### src/hw/rtl/modbus_rtu_master_transaction_unit_defines.svh
// Assertion macros for the Modbus RTU master transaction unit.
// Used by the top level; expects clk and arst_n in scope.
`ifndef MODBUS_RTU_MASTER_TRANSACTION_UNIT_DEFINES_SVH
`define MODBUS_RTU_MASTER_TRANSACTION_UNIT_DEFINES_SVH

// Same-cycle implication, disabled during reset
`define MRTU_ASSERT_IMPL(lbl, ante, cons, msg) \
	lbl: assert property (@(posedge clk) disable iff (!arst_n) (ante) |-> (cons)) \
		else $error(msg);

// Next-cycle implication, disabled during reset
`define MRTU_ASSERT_NEXT(lbl, ante, cons, msg) \
	lbl: assert property (@(posedge clk) disable iff (!arst_n) (ante) |=> (cons)) \
		else $error(msg);

`endif

### src/hw/rtl/mrtu_pkg.sv
// Shared constants, types and the CRC-16 byte step of the Modbus RTU master.
// No dependencies.
`timescale 1ns / 1ps

package mrtu_pkg;

	localparam logic [15:0] CRC_INIT      = 16'hFFFF;
	localparam logic [15:0] CRC_POLY      = 16'hA001;
	localparam logic [7:0]  FUNC_READ     = 8'h03;
	localparam logic [7:0]  FUNC_WRITE1   = 8'h06;
	localparam logic [7:0]  FUNC_WRITEN   = 8'h10;
	localparam logic [7:0]  EXC_FLAG      = 8'h80;
	localparam logic [7:0]  MAX_READ      = 8'd125;
	localparam logic [7:0]  MAX_WRITE     = 8'd123;
	localparam logic [15:0] TIMEOUT_RESET = 16'd2000;

	localparam logic [1:0] MODE_READ = 2'd0;
	localparam logic [1:0] MODE_WORD = 2'd1;
	localparam logic [1:0] MODE_RX   = 2'd2;
	localparam logic [1:0] MODE_TICK = 2'd3;

	localparam logic [1:0] KIND_TX     = 2'd0;
	localparam logic [1:0] KIND_WORD   = 2'd1;
	localparam logic [1:0] KIND_STATUS = 2'd2;

	localparam logic [2:0] ST_OK         = 3'd0;
	localparam logic [2:0] ST_BAD_REQ    = 3'd1;
	localparam logic [2:0] ST_TIMEOUT    = 3'd2;
	localparam logic [2:0] ST_ADDR_FUNC  = 3'd3;
	localparam logic [2:0] ST_BYTE_COUNT = 3'd4;
	localparam logic [2:0] ST_CRC        = 3'd5;
	localparam logic [2:0] ST_EXCEPTION  = 3'd6;

	localparam int QUEUE_DEPTH = 4;
	localparam int QUEUE_AW    = $clog2(QUEUE_DEPTH);

	typedef enum logic [2:0] {
		OP_STATUS,
		OP_WORD,
		OP_READ,
		OP_WRITE1,
		OP_WSTART,
		OP_WMORE
	} cmd_op_t;

	typedef struct packed {
		cmd_op_t     op;
		logic [7:0]  addr;
		logic [15:0] start;
		logic [7:0]  count;
		logic [15:0] value;
		logic        last_word;
		logic [2:0]  st;
		logic [6:0]  idx;
	} cmd_t;

	typedef struct packed {
		logic full;
		logic empty;
	} queue_stat_t;

	// Advance a reflected CRC-16 by one byte
	function automatic logic [15:0] crc_byte(input logic [15:0] crc, input logic [7:0] b);
		logic [15:0] c;
		c = crc ^ {8'h00, b};
		for (int i = 0; i < 8; i++) begin
			c = c[0] ? ((c >> 1) ^ CRC_POLY) : (c >> 1);
		end
		return c;
	endfunction

endpackage

### src/hw/rtl/mrtu_ifs.sv
// Channel interfaces of the Modbus RTU master: request, result and config.
// No dependencies.
`timescale 1ns / 1ps

interface mrtu_req_if;
	logic        valid;
	logic        ready;
	logic [1:0]  mode;
	logic [7:0]  slave_address;
	logic [15:0] start_address;
	logic [7:0]  register_count;
	logic [15:0] write_value;
	logic        value_last;
	logic [7:0]  rx_byte;
	modport source (output valid, mode, slave_address, start_address, register_count,
		write_value, value_last, rx_byte, input ready);
	modport sink (input valid, mode, slave_address, start_address, register_count,
		write_value, value_last, rx_byte, output ready);
endinterface

interface mrtu_res_if;
	logic        valid;
	logic        ready;
	logic [1:0]  kind;
	logic [7:0]  tx_byte;
	logic        frame_end;
	logic [15:0] reg_value;
	logic [6:0]  reg_index;
	logic [2:0]  status;
	logic        run_last;
	modport source (output valid, kind, tx_byte, frame_end, reg_value, reg_index, status,
		run_last, input ready);
	modport sink (input valid, kind, tx_byte, frame_end, reg_value, reg_index, status,
		run_last, output ready);
endinterface

interface mrtu_cfg_if;
	logic        valid;
	logic        ready;
	logic [15:0] data;
	modport source (output valid, data, input ready);
	modport sink (input valid, data, output ready);
endinterface

### src/hw/rtl/mrtu_front.sv
// Front end: accepts requests, tracks the transaction and checks reply bytes.
// Depends on mrtu_pkg and mrtu_ifs; pushes commands into mrtu_cmd_queue.
`timescale 1ns / 1ps

module mrtu_front (
	input  logic                  clk,
	input  logic                  arst_n,
	mrtu_req_if.sink              req,
	mrtu_cfg_if.sink              cfg,
	output logic                  push,
	output mrtu_pkg::cmd_t        push_cmd,
	input  mrtu_pkg::queue_stat_t q_stat
);

	typedef enum logic [3:0] {
		PH_IDLE    = 4'b0001,
		PH_COLLECT = 4'b0010,
		PH_WAIT    = 4'b0100,
		PH_EXC     = 4'b1000
	} phase_t;

	phase_t      phase_q, phase_d;
	logic [15:0] timeout_q;
	logic [15:0] rxcrc_q, rxcrc_d;
	logic [7:0]  bc_q, bc_d;
	logic [6:0]  wc_q, wc_d;
	logic [7:0]  ea_q, ea_d;
	logic [7:0]  ef_q, ef_d;
	logic [6:0]  ec_q, ec_d;
	logic [15:0] sil_q, sil_d;
	logic [7:0]  held_q, held_d;
	logic [2:0]  lat_q, lat_d;

	logic        accept;
	logic        is_read;
	logic        exc_hit;
	logic [8:0]  len_base, len_eff, p9;
	logic [15:0] crc_fed;
	logic [16:0] tick_nxt;
	logic [6:0]  wc_inc;
	logic        busy_reply;

	assign req.ready = !q_stat.full;
	assign cfg.ready = 1'b1;
	assign accept    = req.valid && req.ready;

	// Reply framing terms
	assign is_read    = (ef_q == mrtu_pkg::FUNC_READ);
	assign busy_reply = (phase_q == PH_WAIT) || (phase_q == PH_EXC);
	assign len_base   = (phase_q == PH_EXC) ? 9'd5 :
		is_read ? (9'd5 + {1'b0, ec_q, 1'b0}) : 9'd8;
	assign exc_hit    = (bc_q == 8'd1) && (lat_q == mrtu_pkg::ST_OK) &&
		(req.rx_byte == (ef_q | mrtu_pkg::EXC_FLAG));
	assign len_eff    = exc_hit ? 9'd5 : len_base;
	assign p9         = {1'b0, bc_q};
	assign crc_fed    = mrtu_pkg::crc_byte(rxcrc_q, req.rx_byte);
	assign tick_nxt   = {1'b0, sil_q} + 17'd1;
	assign wc_inc     = wc_q + 7'd1;

	// Next state and command for one accepted item
	always_comb begin
		phase_d  = phase_q;
		rxcrc_d  = rxcrc_q;
		bc_d     = bc_q;
		wc_d     = wc_q;
		ea_d     = ea_q;
		ef_d     = ef_q;
		ec_d     = ec_q;
		sil_d    = sil_q;
		held_d   = held_q;
		lat_d    = lat_q;
		push     = 1'b0;
		push_cmd = '0;
		push_cmd.op    = mrtu_pkg::OP_STATUS;
		push_cmd.addr  = req.slave_address;
		push_cmd.start = req.start_address;
		push_cmd.count = req.register_count;
		push_cmd.value = req.write_value;
		if (accept) begin
			unique case (req.mode)
				mrtu_pkg::MODE_READ: begin
					if (phase_q == PH_IDLE) begin
						push = 1'b1;
						if (req.register_count == 8'd0 ||
							req.register_count > mrtu_pkg::MAX_READ) begin
							push_cmd.st = mrtu_pkg::ST_BAD_REQ;
						end else begin
							push_cmd.op = mrtu_pkg::OP_READ;
							ec_d    = req.register_count[6:0];
							ea_d    = req.slave_address;
							ef_d    = mrtu_pkg::FUNC_READ;
							phase_d = PH_WAIT;
							rxcrc_d = mrtu_pkg::CRC_INIT;
							bc_d    = '0;
							wc_d    = '0;
							sil_d   = '0;
							held_d  = '0;
							lat_d   = mrtu_pkg::ST_OK;
						end
					end
				end
				mrtu_pkg::MODE_WORD: begin
					if (phase_q == PH_IDLE) begin
						push = 1'b1;
						if (req.register_count == 8'd0 ||
							req.register_count > mrtu_pkg::MAX_WRITE) begin
							push_cmd.st = mrtu_pkg::ST_BAD_REQ;
						end else if (req.register_count == 8'd1) begin
							push_cmd.op = mrtu_pkg::OP_WRITE1;
							ec_d    = 7'd1;
							ea_d    = req.slave_address;
							ef_d    = mrtu_pkg::FUNC_WRITE1;
							phase_d = PH_WAIT;
							rxcrc_d = mrtu_pkg::CRC_INIT;
							bc_d    = '0;
							wc_d    = '0;
							sil_d   = '0;
							held_d  = '0;
							lat_d   = mrtu_pkg::ST_OK;
						end else if (req.value_last) begin
							push_cmd.st = mrtu_pkg::ST_BAD_REQ;
						end else begin
							push_cmd.op = mrtu_pkg::OP_WSTART;
							ec_d    = req.register_count[6:0];
							ea_d    = req.slave_address;
							ef_d    = mrtu_pkg::FUNC_WRITEN;
							wc_d    = 7'd1;
							phase_d = PH_COLLECT;
						end
					end else if (phase_q == PH_COLLECT) begin
						push = 1'b1;
						if (wc_inc < ec_q && req.value_last) begin
							// Early last word: drop the request
							push_cmd.st = mrtu_pkg::ST_BAD_REQ;
							phase_d     = PH_IDLE;
							wc_d        = '0;
						end else begin
							push_cmd.op        = mrtu_pkg::OP_WMORE;
							push_cmd.last_word = (wc_inc >= ec_q);
							if (wc_inc >= ec_q) begin
								phase_d = PH_WAIT;
								rxcrc_d = mrtu_pkg::CRC_INIT;
								bc_d    = '0;
								wc_d    = '0;
								sil_d   = '0;
								held_d  = '0;
								lat_d   = mrtu_pkg::ST_OK;
							end else begin
								wc_d = wc_inc;
							end
						end
					end
				end
				mrtu_pkg::MODE_RX: begin
					if (busy_reply) begin
						sil_d = '0;
						if ((p9 + 9'd2) < len_base) begin
							rxcrc_d = crc_fed;
						end
						if (bc_q == 8'd0) begin
							if (req.rx_byte != ea_q) lat_d = mrtu_pkg::ST_ADDR_FUNC;
						end else if (bc_q == 8'd1) begin
							if (lat_q == mrtu_pkg::ST_OK) begin
								if (exc_hit) phase_d = PH_EXC;
								else if (req.rx_byte != ef_q) lat_d = mrtu_pkg::ST_ADDR_FUNC;
							end
						end else if (bc_q == 8'd2 && phase_q == PH_WAIT && is_read) begin
							if (lat_q == mrtu_pkg::ST_OK && req.rx_byte != {ec_q, 1'b0}) begin
								lat_d = mrtu_pkg::ST_BYTE_COUNT;
							end
						end else if ((p9 + 9'd2) < len_eff && phase_q == PH_WAIT && is_read) begin
							if (bc_q[0]) begin
								held_d = req.rx_byte;
							end else begin
								push           = 1'b1;
								push_cmd.op    = mrtu_pkg::OP_WORD;
								push_cmd.value = {held_q, req.rx_byte};
								push_cmd.idx   = wc_q;
								wc_d           = wc_inc;
							end
						end
						// Hold the CRC low byte, then close the reply on its last byte
						if ((p9 + 9'd2) == len_eff) begin
							held_d = req.rx_byte;
							bc_d   = bc_q + 8'd1;
						end else if ((p9 + 9'd1) == len_eff) begin
							push = 1'b1;
							if (lat_q != mrtu_pkg::ST_OK) push_cmd.st = lat_q;
							else if (phase_q == PH_EXC) push_cmd.st = mrtu_pkg::ST_EXCEPTION;
							else if (rxcrc_q == {req.rx_byte, held_q}) push_cmd.st = mrtu_pkg::ST_OK;
							else push_cmd.st = mrtu_pkg::ST_CRC;
							phase_d = PH_IDLE;
							bc_d    = '0;
						end else begin
							bc_d = bc_q + 8'd1;
						end
					end
				end
				mrtu_pkg::MODE_TICK: begin
					if (busy_reply) begin
						if (tick_nxt > {1'b0, timeout_q}) begin
							push        = 1'b1;
							push_cmd.st = mrtu_pkg::ST_TIMEOUT;
							phase_d     = PH_IDLE;
							bc_d        = '0;
							sil_d       = '0;
						end else begin
							sil_d = tick_nxt[15:0];
						end
					end
				end
				default: ;
			endcase
		end
	end

	// Hold configuration and transaction state
	always_ff @(posedge clk or negedge arst_n) begin
		if (!arst_n) begin
			timeout_q <= mrtu_pkg::TIMEOUT_RESET;
			phase_q   <= PH_IDLE;
			rxcrc_q   <= mrtu_pkg::CRC_INIT;
			bc_q      <= '0;
			wc_q      <= '0;
			ea_q      <= '0;
			ef_q      <= '0;
			ec_q      <= '0;
			sil_q     <= '0;
			held_q    <= '0;
			lat_q     <= mrtu_pkg::ST_OK;
		end else begin
			if (cfg.valid) timeout_q <= cfg.data;
			phase_q <= phase_d;
			rxcrc_q <= rxcrc_d;
			bc_q    <= bc_d;
			wc_q    <= wc_d;
			ea_q    <= ea_d;
			ef_q    <= ef_d;
			ec_q    <= ec_d;
			sil_q   <= sil_d;
			held_q  <= held_d;
			lat_q   <= lat_d;
		end
	end

endmodule

### src/hw/rtl/mrtu_cmd_queue.sv
// Short command queue between the front end and the result sequencer.
// Depends on mrtu_pkg.
`timescale 1ns / 1ps

module mrtu_cmd_queue (
	input  logic                  clk,
	input  logic                  arst_n,
	input  logic                  push,
	input  mrtu_pkg::cmd_t        push_cmd,
	input  logic                  pop,
	output mrtu_pkg::cmd_t        pop_cmd,
	output mrtu_pkg::queue_stat_t q_stat
);

	mrtu_pkg::cmd_t                mem_q [mrtu_pkg::QUEUE_DEPTH];
	logic [mrtu_pkg::QUEUE_AW-1:0] wr_ptr_q, rd_ptr_q;
	logic [mrtu_pkg::QUEUE_AW:0]   count_q;

	assign q_stat.full  = (count_q == (mrtu_pkg::QUEUE_AW + 1)'(mrtu_pkg::QUEUE_DEPTH));
	assign q_stat.empty = (count_q == '0);
	assign pop_cmd      = mem_q[rd_ptr_q];

	// Store pushed commands
	always_ff @(posedge clk) begin
		if (push) mem_q[wr_ptr_q] <= push_cmd;
	end

	// Advance pointers and fill level
	always_ff @(posedge clk or negedge arst_n) begin
		if (!arst_n) begin
			wr_ptr_q <= '0;
			rd_ptr_q <= '0;
			count_q  <= '0;
		end else begin
			if (push) wr_ptr_q <= wr_ptr_q + 1'b1;
			if (pop) rd_ptr_q <= rd_ptr_q + 1'b1;
			priority if (push && !pop) count_q <= count_q + 1'b1;
			else if (pop && !push) count_q <= count_q - 1'b1;
		end
	end

endmodule

### src/hw/rtl/mrtu_back.sv
// Result sequencer: expands commands into result items, one per cycle unless the
// result channel stalls, and appends the transmit CRC. Depends on mrtu_pkg and mrtu_ifs.
`timescale 1ns / 1ps

module mrtu_back (
	input  logic                  clk,
	input  logic                  arst_n,
	input  mrtu_pkg::queue_stat_t q_stat,
	input  mrtu_pkg::cmd_t        pop_cmd,
	output logic                  pop,
	mrtu_res_if.source            res
);

	mrtu_pkg::cmd_t cur_q;
	logic           cur_valid_q;
	logic [3:0]     step_q;
	logic [15:0]    crc_q;

	logic [3:0]  n_last;
	logic        last_step;
	logic        emit;
	logic [7:0]  tx_b;
	logic        crc_lo, crc_hi;
	logic        frame_start;
	logic [15:0] crc_base;

	// Last step index per command
	always_comb begin
		unique case (cur_q.op)
			mrtu_pkg::OP_STATUS, mrtu_pkg::OP_WORD: n_last = 4'd0;
			mrtu_pkg::OP_READ, mrtu_pkg::OP_WRITE1: n_last = 4'd7;
			mrtu_pkg::OP_WSTART:                    n_last = 4'd8;
			mrtu_pkg::OP_WMORE:                     n_last = cur_q.last_word ? 4'd3 : 4'd1;
			default:                                n_last = 4'd0;
		endcase
	end

	assign last_step = (step_q == n_last);
	assign emit      = cur_valid_q && (!res.valid || res.ready);
	assign pop       = !q_stat.empty && (!cur_valid_q || (emit && last_step));

	// Select the frame byte for this step
	always_comb begin
		tx_b   = 8'h00;
		crc_lo = 1'b0;
		crc_hi = 1'b0;
		if (cur_q.op == mrtu_pkg::OP_WMORE) begin
			unique case (step_q)
				4'd0:    tx_b = cur_q.value[15:8];
				4'd1:    tx_b = cur_q.value[7:0];
				4'd2:    crc_lo = 1'b1;
				default: crc_hi = 1'b1;
			endcase
		end else begin
			unique case (step_q)
				4'd0: tx_b = cur_q.addr;
				4'd1: begin
					priority if (cur_q.op == mrtu_pkg::OP_READ) tx_b = mrtu_pkg::FUNC_READ;
					else if (cur_q.op == mrtu_pkg::OP_WRITE1) tx_b = mrtu_pkg::FUNC_WRITE1;
					else tx_b = mrtu_pkg::FUNC_WRITEN;
				end
				4'd2: tx_b = cur_q.start[15:8];
				4'd3: tx_b = cur_q.start[7:0];
				4'd4: tx_b = (cur_q.op == mrtu_pkg::OP_WRITE1) ? cur_q.value[15:8] : 8'h00;
				4'd5: tx_b = (cur_q.op == mrtu_pkg::OP_WRITE1) ? cur_q.value[7:0] : cur_q.count;
				4'd6: begin
					if (cur_q.op == mrtu_pkg::OP_WSTART) tx_b = {cur_q.count[6:0], 1'b0};
					else crc_lo = 1'b1;
				end
				4'd7: begin
					if (cur_q.op == mrtu_pkg::OP_WSTART) tx_b = cur_q.value[15:8];
					else crc_hi = 1'b1;
				end
				default: tx_b = cur_q.value[7:0];
			endcase
		end
	end

	assign frame_start = (step_q == 4'd0) && (cur_q.op == mrtu_pkg::OP_READ ||
		cur_q.op == mrtu_pkg::OP_WRITE1 || cur_q.op == mrtu_pkg::OP_WSTART);
	assign crc_base    = frame_start ? mrtu_pkg::CRC_INIT : crc_q;

	// Hold the current command and walk its steps
	always_ff @(posedge clk or negedge arst_n) begin
		if (!arst_n) begin
			cur_valid_q <= 1'b0;
			step_q      <= '0;
			crc_q       <= mrtu_pkg::CRC_INIT;
		end else begin
			if (pop) begin
				cur_valid_q <= 1'b1;
				step_q      <= '0;
			end else if (emit && last_step) begin
				cur_valid_q <= 1'b0;
			end else if (emit) begin
				step_q <= step_q + 4'd1;
			end
			if (emit && (cur_q.op != mrtu_pkg::OP_STATUS) && (cur_q.op != mrtu_pkg::OP_WORD) &&
				!crc_lo && !crc_hi) begin
				crc_q <= mrtu_pkg::crc_byte(crc_base, tx_b);
			end
		end
	end

	always_ff @(posedge clk) begin
		if (pop) cur_q <= pop_cmd;
	end

	// Drive the output register
	always_ff @(posedge clk or negedge arst_n) begin
		if (!arst_n) begin
			res.valid <= 1'b0;
		end else if (emit) begin
			res.valid <= 1'b1;
		end else if (res.ready) begin
			res.valid <= 1'b0;
		end
	end

	always_ff @(posedge clk) begin
		if (emit) begin
			res.kind      <= mrtu_pkg::KIND_TX;
			res.tx_byte   <= 8'h00;
			res.frame_end <= 1'b0;
			res.reg_value <= 16'h0000;
			res.reg_index <= 7'd0;
			res.status    <= mrtu_pkg::ST_OK;
			res.run_last  <= last_step;
			priority if (cur_q.op == mrtu_pkg::OP_STATUS) begin
				res.kind   <= mrtu_pkg::KIND_STATUS;
				res.status <= cur_q.st;
			end else if (cur_q.op == mrtu_pkg::OP_WORD) begin
				res.kind      <= mrtu_pkg::KIND_WORD;
				res.reg_value <= cur_q.value;
				res.reg_index <= cur_q.idx;
			end else if (crc_lo) begin
				res.tx_byte <= crc_q[7:0];
			end else if (crc_hi) begin
				res.tx_byte   <= crc_q[15:8];
				res.frame_end <= 1'b1;
			end else begin
				res.tx_byte <= tx_b;
			end
		end
	end

endmodule

### src/hw/rtl/modbus_rtu_master_transaction_unit.sv
// Modbus RTU master transaction unit: top level joining front end, command
// queue and result sequencer. Depends on mrtu_pkg, mrtu_ifs and the defines header.
`timescale 1ns / 1ps
`include "modbus_rtu_master_transaction_unit_defines.svh"

// The front end takes one item per cycle while its four-entry command queue has
// room; each item becomes at most one command. The result sequencer then emits
// one result per cycle while res.ready does not stall it: a read or single-write
// request yields 8 results, the first word of a multiple write 9, later words 2
// (4 on the final word with the CRC), and a reply byte or tick 1 when it yields a
// register word or a status, none otherwise. The sequencer's one-result-per-cycle
// output register sets the sustained rate. No clearing pass after reset.
module modbus_rtu_master_transaction_unit (
	input  logic       clk,
	input  logic       arst_n,
	mrtu_req_if.sink   req,
	mrtu_cfg_if.sink   cfg,
	mrtu_res_if.source res
);

	logic                  q_push;
	logic                  q_pop;
	mrtu_pkg::cmd_t        q_push_cmd;
	mrtu_pkg::cmd_t        q_pop_cmd;
	mrtu_pkg::queue_stat_t q_stat;

	mrtu_front u_front (
		.clk      (clk),
		.arst_n   (arst_n),
		.req      (req),
		.cfg      (cfg),
		.push     (q_push),
		.push_cmd (q_push_cmd),
		.q_stat   (q_stat)
	);

	mrtu_cmd_queue u_queue (
		.clk      (clk),
		.arst_n   (arst_n),
		.push     (q_push),
		.push_cmd (q_push_cmd),
		.pop      (q_pop),
		.pop_cmd  (q_pop_cmd),
		.q_stat   (q_stat)
	);

	mrtu_back u_back (
		.clk     (clk),
		.arst_n  (arst_n),
		.q_stat  (q_stat),
		.pop_cmd (q_pop_cmd),
		.pop     (q_pop),
		.res     (res)
	);

	// Queue and output checks
	`MRTU_ASSERT_IMPL(a_no_push_full, q_push, !q_stat.full, "command pushed into full queue")
	`MRTU_ASSERT_NEXT(a_push_fills, q_push, !q_stat.empty, "pushed command lost")
	`MRTU_ASSERT_IMPL(a_stall_full, !req.ready, q_stat.full, "request stalled with queue room")
	`MRTU_ASSERT_IMPL(a_frame_end_tx, res.valid && res.frame_end, res.kind == mrtu_pkg::KIND_TX && res.run_last, "frame end on wrong result")

endmodule

### src/flat_wrapper.sv
// flat-port wrapper written by rule: the top's interface ports become plain ports
module modbus_rtu_master_transaction_unit_flat 
  (clk, arst_n, req_valid, req_mode, req_slave_address, req_start_address, req_register_count, req_write_value, req_value_last, req_rx_byte, req_ready, cfg_valid, cfg_data, cfg_ready, res_valid, res_kind, res_tx_byte, res_frame_end, res_reg_value, res_reg_index, res_status, res_run_last, res_ready);
  mrtu_req_if req_i ();
  mrtu_cfg_if cfg_i ();
  mrtu_res_if res_i ();
  input  logic clk;
  input  logic arst_n;
  input wire logic [$bits(req_i.valid)-1:0] req_valid;
  input wire logic [$bits(req_i.mode)-1:0] req_mode;
  input wire logic [$bits(req_i.slave_address)-1:0] req_slave_address;
  input wire logic [$bits(req_i.start_address)-1:0] req_start_address;
  input wire logic [$bits(req_i.register_count)-1:0] req_register_count;
  input wire logic [$bits(req_i.write_value)-1:0] req_write_value;
  input wire logic [$bits(req_i.value_last)-1:0] req_value_last;
  input wire logic [$bits(req_i.rx_byte)-1:0] req_rx_byte;
  output wire logic [$bits(req_i.ready)-1:0] req_ready;
  input wire logic [$bits(cfg_i.valid)-1:0] cfg_valid;
  input wire logic [$bits(cfg_i.data)-1:0] cfg_data;
  output wire logic [$bits(cfg_i.ready)-1:0] cfg_ready;
  output wire logic [$bits(res_i.valid)-1:0] res_valid;
  output wire logic [$bits(res_i.kind)-1:0] res_kind;
  output wire logic [$bits(res_i.tx_byte)-1:0] res_tx_byte;
  output wire logic [$bits(res_i.frame_end)-1:0] res_frame_end;
  output wire logic [$bits(res_i.reg_value)-1:0] res_reg_value;
  output wire logic [$bits(res_i.reg_index)-1:0] res_reg_index;
  output wire logic [$bits(res_i.status)-1:0] res_status;
  output wire logic [$bits(res_i.run_last)-1:0] res_run_last;
  input wire logic [$bits(res_i.ready)-1:0] res_ready;
  assign req_i.valid = req_valid;
  assign req_i.mode = req_mode;
  assign req_i.slave_address = req_slave_address;
  assign req_i.start_address = req_start_address;
  assign req_i.register_count = req_register_count;
  assign req_i.write_value = req_write_value;
  assign req_i.value_last = req_value_last;
  assign req_i.rx_byte = req_rx_byte;
  assign req_ready = req_i.ready;
  assign cfg_i.valid = cfg_valid;
  assign cfg_i.data = cfg_data;
  assign cfg_ready = cfg_i.ready;
  assign res_valid = res_i.valid;
  assign res_kind = res_i.kind;
  assign res_tx_byte = res_i.tx_byte;
  assign res_frame_end = res_i.frame_end;
  assign res_reg_value = res_i.reg_value;
  assign res_reg_index = res_i.reg_index;
  assign res_status = res_i.status;
  assign res_run_last = res_i.run_last;
  assign res_i.ready = res_ready;
  modbus_rtu_master_transaction_unit u_core (.clk(clk), .arst_n(arst_n), .req(req_i), .cfg(cfg_i), .res(res_i));
endmodule
### config.mk
export PLATFORM = sky130hd
export DESIGN_NAME = modbus_rtu_master_transaction_unit_flat
export DESIGN_NICKNAME = d
export VERILOG_FILES = /design/src/hw/rtl/mrtu_pkg.sv /design/src/hw/rtl/mrtu_ifs.sv /design/src/hw/rtl/mrtu_front.sv /design/src/hw/rtl/mrtu_cmd_queue.sv /design/src/hw/rtl/mrtu_back.sv /design/src/hw/rtl/modbus_rtu_master_transaction_unit.sv /design/src/flat_wrapper.sv
export VERILOG_INCLUDE_DIRS = /design/src /design/src/hw/rtl
export SDC_FILE = /design/constraint.sdc
export NUM_CORES = 1
export LEC_CHECK = 0
export BUFFER_PORTS_ARGS = -buffer_cell sky130_fd_sc_hd__buf_2
export CAP_MARGIN = 10
export CORE_MARGIN = 1
export CORE_UTILIZATION = 25
export CTS_CLUSTER_SIZE = 40
export DETAILED_ROUTE_END_ITERATION = 12
export SETUP_SLACK_MARGIN = 0.15
export SLEW_MARGIN = 20
export SYNTH_ARGS = -nofsm -noshare
export SYNTH_HDL_FRONTEND = slang
export SYNTH_HIERARCHICAL = 1
export SYNTH_SLANG_ARGS = --single-unit
export TNS_END_PERCENT = 50
### constraint.sdc
create_clock -name clk -period 19.88 [get_ports clk]
set_input_delay 0 -clock clk [delete_from_list [all_inputs] [get_ports clk]]
set_output_delay 0 -clock clk [all_outputs]
set_load 0.03 [all_outputs]
==> summary by stage <==
STA
The total count of hold-check failures in the final report is 0. The setup skew after layout is 0.0287 ns. The sum of negative setup slack is 0 ns. For the pin with the worst max-slew slack, the measured transition is 1.09 ns. Setup repair after global routing left no endpoint under its margin. The number of setup violations in the final report is 0. The number of pins with negative max-slew slack in the final report is 0. Headroom to the max-slew limit came out at 0.266. The final critical delay including setup and external delays is 5.26 ns. In the post-route analysis, the smallest setup slack over all paths is 14.62 ns.

The portion of the clock cycle consumed by the worst path in the final layout is 0.264. Timing would allow up to 190 MHz.

Placement
Before CTS, the worst setup slack after placement is 14.68 ns. The detailed placer's ending HPWL is 41,500 µm. The quantity of I/O buffers inserted on ports is 119.

The final estimated routing congestion in global placement is 0.867.

Worst setup path
Tracing the worst setup path back leads to its startpoint at u_core/u_front/bc_q[1]$_DFFE_PN0P_. The destination of the worst register-to-register timing path is u_core/u_queue/mem_q[0][24]$_DFFE_PP_. The critical-path maximum fanout is 62. Across all register-to-register paths, the minimum setup slack is 14.62 ns. The endpoint kind of the worst setup timing path is a flip-flop.

The critical path data arrival time is 5.47 ns. The most critical setup path has its endpoint at u_core/u_queue/mem_q[0][24]$_DFFE_PP_. The worst setup path is launched from a flip-flop. The data required time at the worst endpoint is 20.10 ns.

The depth of the worst register-to-register path is 16. The type of the worst setup path is reg -> reg. The startpoint identified for the worst register-to-register timing path is u_core/u_front/bc_q[1]$_DFFE_PN0P_.

Clock tree
The root buffer cell chosen for the clock tree is clkbuf_16. The CTS tree is done. Buffers inserted to repair hold after CTS numbered 109.

The later pin in the worst-skew pair is clocked with a latency of 0.61 ns. The post-cts repair resize count is 0. After clock tree synthesis, the clock-pin slew on the worst setup and hold paths is 0.06 ns. The number of sinks on the clock net is 473.

The clock tree synthesis step divided the H-tree into 2 levels. The number of CTS-inserted buffers is 52. The clock passes through at most 3 buffers. The post-CTS repair timing setup buffer count is 0.

Cells and area
The count of nets after finishing is 2,024. Leaving out fill and tap cells, the most frequent cells in the layout are edfxtp_1 (348), buf_2 (118), nand2_1 (114), dlygate4sd3_1 (109), nor2_1 (108). Of the cells placed in the final design, the portion with a size suffix greater than 1 is 0.204. Leaving out fill and tap cells, the most frequent cell in the layout is edfxtp_1. The flip-flop and latch area is 13,600 µm².

The layout has 8,993 filler cells. The footprint of the multi-input gates is 8290 µm². Compared with the post-synthesis result, the final layout area differs by 18.1%.

Floorplanning
In this run the horizontal extent of the chip is 304 µm. The region available for standard cell placement spans 90,300 µm². The I/O pin count is 121.

The die area is 92,600 µm². The die is 304 µm tall. The total number of placement rows is 110. For this configuration, the core starts out at a cell density of 0.253.

Global route
Entering global routing, the biggest net connects 66 pins. The remaining global-route overflow is 0. The first-pass GRT wire length is 91,700 µm. The initial antenna violation count is 7.

The via count of the first global-routing pass is 14,700. The global router's overall resource usage is 0.128.

Detailed routing
The first detailed-routing pass took 7 iterations. The remaining design rule violation count is 0. Wires add up to 59,700 µm. The number of vias per cell is 4.68. Detailed routing inserted a total of 14,500 vias. The number of nets still failing antenna checks after routing is 0. The number of DRC violations after detailed-routing iteration 0 is 1,120. The routed length per placed instance is 19.3 µm.

Yosys
The share of the Yosys chip area taken by registers is 0.596. Synthesis instantiated 99 different standard cells from the library. For this run, the number of Yosys warnings is 6. Counting flops with an async set or reset pin after synthesis yields a share of 0.264. The library cell occupying the most area in the post-synthesis netlist is edfxtp_1. The synthesized instance count is 1,697. The total standard cell area after synthesis is 22,900 µm². The number of register bits inferred by synthesis is 473. Sorting the synthesized cells by area gives the leading types as edfxtp_1 (46%), dfrtp_1 (9.4%), mux4_2 (5.7%). The synthesized design contains 348 enable-type register cells. When the netlist entered floorplanning its net count stood at 1,843. Of the post-synthesis cell area, the dominant cell type holds 0.457. The most used flip-flop cell after synthesis is edfxtp_1.

A synthesized cell averages 13.5 µm².

Power and ir drop
IR analysis of the VDD net gives a maximum drop of 70.6 µV. The leakage component of the power is 9.69 nW. For this design the ratio of total power to cell area is 120 nW/µm².

Status
The flow ran to the end, and the final reports show no timing, DRC or antenna violations.

Min path
The path class of the tightest hold or removal check is in -> async.

Run
The max-cap violation count is 0.
cell type report:
type | count | share of cell area
Multi-Input combinational cell | 1048 | 0.307
Antenna cell | 2 | 0.000185
Tap cell | 1176 | 0.0545
Timing Repair Buffer | 242 | 0.0665
Inverter | 61 | 0.00848
Clock buffer | 65 | 0.0508
Sequential cell | 473 | 0.505
Clock inverter | 33 | 0.00746
routing by layer:
metal	up-vias	GRT usage	share of wire
met5	-	0	0.00059
met4	6	0.0357	0.024
met3	101	0.0244	0.056
met2	413	0.210	0.48
met1	7294	0.172	0.44
li1	6686	-	-
where the power goes:
group          internal, mW  switching [mW]
sequential             1.21           0.137
combinational         0.469           0.523
clock                 0.493           0.404
total                  2.18            1.06
flip-flops by register name, indices dropped and copies added, names as in the netlist, 16 cells and up:
signal	count
u_core/u_front/sil_q	16
u_core/u_front/timeout_q	16
u_core/u_back/res.reg_value	16
u_core/u_queue/mem_q	248
u_core/u_back/cur_q	62
u_core/u_front/rxcrc_q	16
u_core/u_back/crc_q	16
synthesized netlist by cell type (all sizes together), types with 6 or more instances:
master,n
nand2,115
a222oi,6
a2111oi,7
o31ai,12
edfxtp,348
a31oi,12
o21a,8
mux4,62
and2,40
mux2,39
nand2b,20
a211oi,18
dfstp,39
or3,7
xor2,42
mux2i,9
a221oi,8
buf,74
o211ai,7
nor2,108
nor3,16
ha,65
dfrtp,86
inv,60
a22o,10
a21oi,65
clkbuf,41
or2,7
o22ai,21
a22oi,8
and3,8
o21ai,97
xnor2,85
nand4,21
nor4,10
nand3,38
metrics by stage:
step	util	hold WS [ns]	cell area [µm²]	total power, mW	cells
global placement	0.269	-0.0801	24300	2.33	2891
global route	0.299	0.0900	27000	3.42	3100
floorplan	-	-0.296	22900	2.12	1697
finish	0.299	0.0679	27000	3.24	3100
detailed placement	0.269	-0.0733	24300	2.34	2891
CTS	0.299	0.0434	27000	3.28	3098
cells by family after synthesis:
group                      count (synthesis)  share of synthesized area
DFF                                      473                      0.596
muxes                                    110                     0.0851
xor gates and xnor gates                 132                     0.0547
other                                      1                   0.000164
and+or+nand+nor                          426                     0.0949
adders and majority gates                 66                     0.0365
buffers and inverters                    176                     0.0425
AOI/OAI and AO/OA                        313                     0.0899
critical path: stages, from the launching register on:
cell and delay, ns:
dfrtp_1 0.44, inv_1 0.21, ha_1 0.24, nand2b_1 0.08, nor4_2 0.40, nand3_2 0.26
nand3_1 0.17, ha_1 0.25, nor2b_1 0.14, o21a_1 0.16, o21a_1 0.17, o41ai_1 0.48
nand3_1 0.16, a211o_1 0.30, a41oi_2 0.38, and2_2 0.21, buf_4 0.75
worst min path at each step:
stage / from / endpoint / slack, ns / cells past startpoint
floorplan: arst_n / u_core/u_back/cur_valid_q$_DFFE_PN0P_ / -0.30 / 0
global placement: arst_n / u_core/u_back/res.valid$_DFFE_PN0P_ / -0.08 / 1
detailed placement: arst_n / u_core/u_back/res.valid$_DFFE_PN0P_ / -0.07 / 1
CTS: arst_n / u_core/u_back/crc_q[9]$_DFFE_PN1P_ / 0.04 / 2
global route: arst_n / u_core/u_back/crc_q[9]$_DFFE_PN1P_ / 0.09 / 2
finish: arst_n / u_core/u_back/crc_q[7]$_DFFE_PN1P_ / 0.07 / 2
No activity file was read; power rests on OpenSTA's default activity.
